[config.mk]
export PLATFORM = sky130hd
export DESIGN_NAME = tpis_cell
export DESIGN_NICKNAME = d
export VERILOG_FILES = /design/src/tpis_pkg.sv /design/src/tpis_cell.sv
export SDC_FILE = /design/constraint.sdc
export NUM_CORES = 1
export LEC_CHECK = 0
export BUFFER_PORTS_ARGS = -buffer_cell sky130_fd_sc_hd__buf_2
export CAP_MARGIN = 20
export CELL_PAD_IN_SITES_DETAIL_PLACEMENT = 1
export CELL_PAD_IN_SITES_GLOBAL_PLACEMENT = 2
export CORE_MARGIN = 4
export CORE_UTILIZATION = 29
export DETAILED_ROUTE_END_ITERATION = 8
export PLACE_DENSITY_LB_ADDON = 0.1
export SLEW_MARGIN = 20
export SYNTH_ARGS = -nofsm -noshare
export SYNTH_HDL_FRONTEND = slang
export SYNTH_SLANG_ARGS = --single-unit
[constraint.sdc]
create_clock -name clk_i -period 14.15 [get_ports clk_i]
set_input_delay 2.1225 -clock clk_i [delete_from_list [all_inputs] [get_ports clk_i]]
set_output_delay 2.1225 -clock clk_i [all_outputs]
set_load 0.05 [all_outputs]
[src/tpis_pkg.sv]
package tpis_pkg;

  // One stored list entry
  typedef struct packed {
    logic signed [31:0] key;
    logic [31:0]        payload;
  } item_t;

  // Input transfer
  typedef struct packed {
    logic signed [31:0] item_key;
    logic [31:0]        item_payload;
    logic               last_item;
  } in_t;

  // Result transfer
  typedef struct packed {
    logic signed [31:0] out_key;
    logic [31:0]        out_payload;
    logic               out_last;
  } out_t;

  // Per-cycle operation broadcast to every cell
  typedef struct packed {
    logic first;    // first item of a list goes to cell 0
    logic ins;      // sorted insert into prefix, rotate tail queue
    logic app;      // append to back of tail queue
    logic emit_dn;  // prefix drains toward cell 0
    logic emit_up;  // tail drains toward the top cell
  } ctrl_t;

  typedef enum logic [1:0] {
    StIdle,
    StEmitPre,
    StEmitTail
  } state_e;

  localparam logic [31:0] LimitReset = 32'h8000_0000;

endpackage

[src/tpis_cell.sv]
// One storage cell of the chain. Prefix lives in the low cells sorted
// descending; the unsorted tail is a queue in the high cells, front at the top.
module tpis_cell #(
  parameter int unsigned MaxItems = 64,
  parameter int unsigned Index    = 0,
  localparam int unsigned IdxW    = $clog2(MaxItems),
  localparam int unsigned CntW    = $clog2(MaxItems + 1)
) (
  input  logic              clk_i,
  input  tpis_pkg::ctrl_t   ctrl_i,
  input  logic [IdxW-1:0]   pe_i,
  input  logic [CntW-1:0]   tail_lo_i,
  input  tpis_pkg::item_t   entry_i,
  input  tpis_pkg::item_t   front_i,
  input  tpis_pkg::item_t   left_i,
  input  tpis_pkg::item_t   right_i,
  input  logic              lt_prev_i,
  output tpis_pkg::item_t   data_o,
  output logic              lt_o
);

  localparam logic [CntW-1:0] IdxC = CntW'(Index);

  tpis_pkg::item_t data_q, data_d;
  logic [CntW-1:0] ins_end;
  logic            lt_self;

  // Held key strictly below the incoming key: the incoming item goes ahead of it
  assign lt_o    = $signed(data_q.key) < $signed(entry_i.key);
  assign ins_end = CntW'(pe_i) + CntW'(1);
  // The free slot just past the prefix always yields to the insertion
  assign lt_self = (IdxC == ins_end) ? 1'b1 : lt_o;

  always_comb begin
    data_d = data_q;
    if (ctrl_i.first && (IdxC == '0)) begin
      data_d = entry_i;
    end
    if (ctrl_i.ins) begin
      // prefix: shift right behind the insert point
      if (IdxC <= ins_end) begin
        data_d = lt_prev_i ? left_i : (lt_self ? entry_i : data_q);
      end
      // tail: front item rotates to the back of the queue
      if (IdxC >= tail_lo_i) begin
        data_d = (IdxC == tail_lo_i) ? front_i : left_i;
      end
    end
    if (ctrl_i.app && ((IdxC + CntW'(1)) == tail_lo_i)) begin
      data_d = entry_i;
    end
    if (ctrl_i.emit_dn && ((IdxC + CntW'(1)) < tail_lo_i)) begin
      data_d = right_i;
    end
    if (ctrl_i.emit_up) begin
      data_d = left_i;
    end
  end

  always_ff @(posedge clk_i) begin
    data_q <= data_d;
  end

  assign data_o = data_q;

endmodule

After elaboration in Yosys (flattened, before gate mapping)
Cells that the tools add are included.
{"block": "op_classes", "addsub": 1, "magnitude_cmp": 4, "eq_ne": 2, "n_mux": 11, "reduce_logical": 4}
{"cell": "64-bit two-way mux", "count": 10}
{"cell": "32-bit less-than comparator", "count": 1}
{"cell": "7-bit logical NOT", "count": 2}
{"cell": "8-bit by 5-bit != test with 1-bit output (second input constant)", "count": 1}
{"cell": "6-bit by 1-bit adder with 7-bit output (second input constant)", "count": 1}
{"cell": "1-bit by 7-bit equality test with 1-bit output (first input constant)", "count": 1}
{"cell": "1-bit by 7-bit >= comparator with 1-bit output (first input constant)", "count": 1}
{"cell": "1-bit by 7-bit <= comparator with 1-bit output (first input constant)", "count": 1}
{"cell": "1-bit by 7-bit less-than comparator with 1-bit output (first input constant)", "count": 1}
{"cell": "1-bit logical AND", "count": 2}
{"cell": "1-bit two-way mux", "count": 1}
{"block": "word_totals", "register_bits": 64, "out_inout_bits": 65}

Depth between registers and ports, before layout
{"block": "logic_depth", "ltp_word": 11, "ltp_mapped": 9, "mapped_depth_nobuf": 8}

Worst setup path after synthesis
No wires, ideal clock.
{"block": "synth_path", "path_type": "input port to flip-flop", "startpoint": "in entry_i[55] (netlist name)", "endpoint": "reg data_q, in the netlist data_o[0] (enable)", "setup_ns": 0.514, "t_arrival_ns": 7.046, "required_time_ns": 13.636, "setup_slack_ns": 6.590, "cell_stages": 8, "path_buffers": 0, "path_cell_list": "inv_1 > ha_1 > a2111oi_0 > nand2_1 > a31oi_1 > nor4_1 > a2111oi_1 > mux2i_1"}
{"block": "synth_between", "elab_chain_len": 3}
{"element": "from (decl)", "line_no": "tpis_cell.sv:13", "source": "input tpis_pkg::item_t entry_i,"}
{"element": "32-bit less-than comparator", "line_no": "tpis_cell.sv:29", "source": "assign lt_o = $signed(data_q.key) < $signed(entry_i.key);"}
{"element": "1-bit two-way mux", "line_no": "tpis_cell.sv:32", "source": "assign lt_self = (IdxC == ins_end) ? 1'b1 : lt_o;"}
{"element": "8-bit by 5-bit != test with 1-bit output (no line)"}
{"element": "to (signal assigned)", "line_no": "tpis_cell.sv:61", "source": "data_q <= data_d;"}
{"element": "to (decl)", "line_no": "tpis_cell.sv:24", "source": "tpis_pkg::item_t data_q, data_d;"}
Every way passes these cells.
A chain may end at the register's enable or synchronous reset.

Worst setup path after layout
{"block": "layout_path", "startpoint": "in entry_i[39] (netlist name)", "endpoint": "out lt_o"}
{"block": "layout_between", "elab_chain_len": 1}
{"element": "32-bit less-than comparator", "line_no": "tpis_cell.sv:29"}
{"element": "to (decl)", "line_no": "tpis_cell.sv:19", "source": "output logic lt_o"}
Every way passes these cells.

==> results.txt <==
----------------------------------------------------
[Outcome]
  Outcome ... finished, final reports clean

[Yosys]
  Area contributors post-synth ... edfxtp_1 (24%), mux2i_1 (12%), o21ai_0 (7.8%)
  Number of warnings reported in the yosys synthesis log ... 0
  Synth Instances ... 1,002
  Post-synthesis net count ... 1,311
  FF+latch count, synth ... 64
  Post-synthesis async set-or-reset flop share ... 0
  Count of different cell masters after synthesis ... 55
  Mean instance size in the synthesized netlist ... 8.07 sq um
  Synthesized cell area ... 8090 sq um
  Count of flip-flops with a built-in enable after synthesis ... 64
  Most used DFF post-synth ... edfxtp_1
  Top cell type by total area after synthesis ... edfxtp_1
  List of most frequent post-synthesis cells ... o21ai_0 (126), mux2i_1 (99), clkbuf_1 (76)
  Share of the yosys chip area belonging to registers ... 0.238
  Most used standard cell by instance count after synthesis ... o21ai_0
  Proportion of netlist area held by the largest area contributor ... 0.238

[Worst setup path]
  Gate family responsible for the most delay along the worst path ... compound AO/OA/AOI/OAI gates
  Crit path DAT ... 4740 ps
  Worst Setup Path Type ... in2out
  Maximum net fanout on the critical path ... 3
  CP endpoint kind ... output pin
  Slowest stage cell on the critical path ... a2111oi_1
  Critical path required time ... 12,030 ps
  CP peak stage delay ... 900 ps
  Type of origin of the critical path ... input pin
  Buffers plus inverters on the worst setup path ... 3
  Series of cell instances along the critical path ... buf_2 > inv_1 > ha_1 > a211oi_1 > o21ai_0 > a41oi_1 > o21ai_0 > a2111oi_1 > xnor2_1 > buf_2

[Global routing]
  Number of antenna violations at the first check in global routing ... 14
  Met3 layer usage reported by global route ... 0.0554
  Vias in the first global route ... 10,212
  Wire length of the first global-routing pass ... 60,900 microns
  Met2 routing resource usage after global routing ... 0.422
  Met1 usage in global routing ... 0.321
  Most utilized layer in the global route result ... met2
  Congestion Overflow GR ... 0
  Pin count of the biggest net entering global routing ... 66
  Total global routing track utilization ... 0.252

[Placed design]
  Placement Cell Area ... 10,000 sq um
  Final weighted congestion in routability-driven placement ... 0.793
  Final HPWL from detailed placement ... 26,600 microns
  Port buffer count ... 340
  Worst-case setup slack after placement ... 7300 ps

[Routing]
  DRC errors left ... 0
  Total via count after detailed routing ... 9,603
  WL per Instance ... 24.4 microns
  First DRT Iteration DRCs ... 568
  Via density ... 5.81
  Remaining antenna violation count after routing ... 0
  Total iterations of the first detailed-routing run ... 4
  Total routed wirelength ... 40,400 microns

[Floorplanning]
  Height of the chip ... 175 microns
  Number of ports placed on the die boundary ... 341
  Cell Rows ... 60
  Die X-Extent ... 175 microns
  Area of the core ... 27,200 sq um
  Starting density of the core ... 0.298
  Floorplan die area ... 30,600 sq um

[Clock network]
  Latest clock arrival within the worst-skew pair ... 340 ps
  Depth of the CTS H-tree ... 3
  Worst-path clk slew ... 60 ps
  CTS tree ... yes
  Cts bufs inserted ... 9
  # hold bufs at CTS ... 0
  Post-CTS sizing ... 0
  Maximum clock insertion buffer count ... 2
  Post-CTS repair timing setup buffer count ... 0
  Number of clock sinks seen by CTS ... 64
  Root buffer cell ... clkbuf_16

[Pwr]
  Clock group share of total power ... 0.289
  Reg power frac ... 0.298
  Leak pwr ... 4.55 nW
  Share of total power consumed by net switching ... 0.405
  Total power density per cell area ... 82.9 nW/um^2
  Internal Dissipation ... 0.511 mW
  Worst vdd ir ... 0.0468 mV
  Combinational power share ... 0.413
  Switching component of the power ... 0.348 mW

[Finish]
  Growth of design area from synthesis to finish ... 28.2%
  Non-Filler Cell Area, Final ... 10,400 sq um
  Max reg flops ... 64
  Fraction of layout instances using a drive strength above 1 ... 0.337
  Final Net Count ... 1,577

[STA]
  Max Fclk ... 0.146 GHz
  WHS ... 835 ps
  Number of pins with negative max-slew slack in the final report ... 0
  Worst slew margin relative to its limit ... 0.291
  Actual slew at the worst max-slew pin ... 1060 ps
  Final critical path time including I/O delays and setup ... 6860 ps
  Setup repair after global routing missed its margin ... false
  Share of the cycle needed by the critical path after routing ... 0.485
  Finish-stage setup viols ... 0
  Final hold violation count ... 0
  Total negative slack for setup checks ... 0 ps
  Worst Skew ... 10.8 ps
  Setup ws final ... 7290 ps

[Run]
  Count of maximum capacitance violations ... 0

[Worst hold path]
  Worst hold path type ... reg2reg

----------------------------------------------------
==> tightest hold or removal path: cells and delay by family (launching register included) <==
family,cells,cell delay [ps]
AND/OR/NAND/NOR,2,140
flip-flops,1,390
AO/OA/AOI/OAI,1,90
multiplexers,1,100
==> worst paths after layout <==
check                   start          to  slack, ps  cells after the start
setup / recovery  entry_i[39]        lt_o       7290                     10
hold / removal     data_o[32]  data_o[32]        830                      4
setup reg to reg   data_o[39]  data_o[32]       9870                      8
hold reg to reg    data_o[32]  data_o[32]        830                      4
==> per-stage QoR <==
stage | utilization | power, mW | instances
6_report | 0.381 | 0.859 | 1653
5_1_grt | 0.381 | 0.902 | 1652
4_1_cts | 0.381 | 0.867 | 1644
3_5_place_dp | 0.369 | 0.614 | 1629
3_3_place_gp | 0.369 | 0.612 | 1629
2_1_floorplan | - | 0.484 | 1002
==> cells by family after synthesis <==
logic type	share of synthesized area
muxes	0.203
and+or+nand+nor	0.125
DFF	0.238
AOI/OAI and AO/OA	0.311
adders and majority gates	0.0511
xor gates and xnor gates	0.00108
buffers and inverters	0.0707
==> placed cells by master, fill, tap and decap left out, drive strengths merged, types with 19 or more instances in the layout <==
cell and instances:
o221ai 19, ha 33, edfxtp 64, a21o 33
o211ai 22, o21ai 133, a31oi 46, nand3 46
nor2 48, buf 357, o22ai 53, nand2 46
a311oi 23, inv 38, a21oi 53, mux2 58
mux2i 99, and3 33
==> area by class of cell <==
| class | instances | area (sq um) |
|---|---|---|
| clock inverters | 5 | 72.6 |
| diodes | 9 | 22.5 |
| well taps | 372 | 465 |
| repair buffers | 357 | 1830 |
| clock buffers | 10 | 229 |
| flip-flops and latches | 64 | 1920 |
| fillers | 3417 | 16800 |
| multi-input cells | 798 | 5680 |
| inverters | 38 | 143 |
==> layer usage <==
metal | vias to the layer above | part of all wire | wire length [microns]
met5 | - | 0.0014 | 58
met2 | 363 | 0.47 | 18900
met3 | 79 | 0.065 | 2610
met4 | 10 | 0.030 | 1220
met1 | 4711 | 0.44 | 17600
li1 | 4440 | - | -
==> power groups by stage <==
stage               clock network (mW)  registers, mW  logic, mW
global route                     0.259          0.259      0.384
global placement                     0          0.260      0.352
CTS                              0.255          0.256      0.356
floorplan                            0          0.331      0.152
detailed placement                   0          0.259      0.355
finish                           0.249          0.256      0.354
Power figures use the tool's default switching activity.
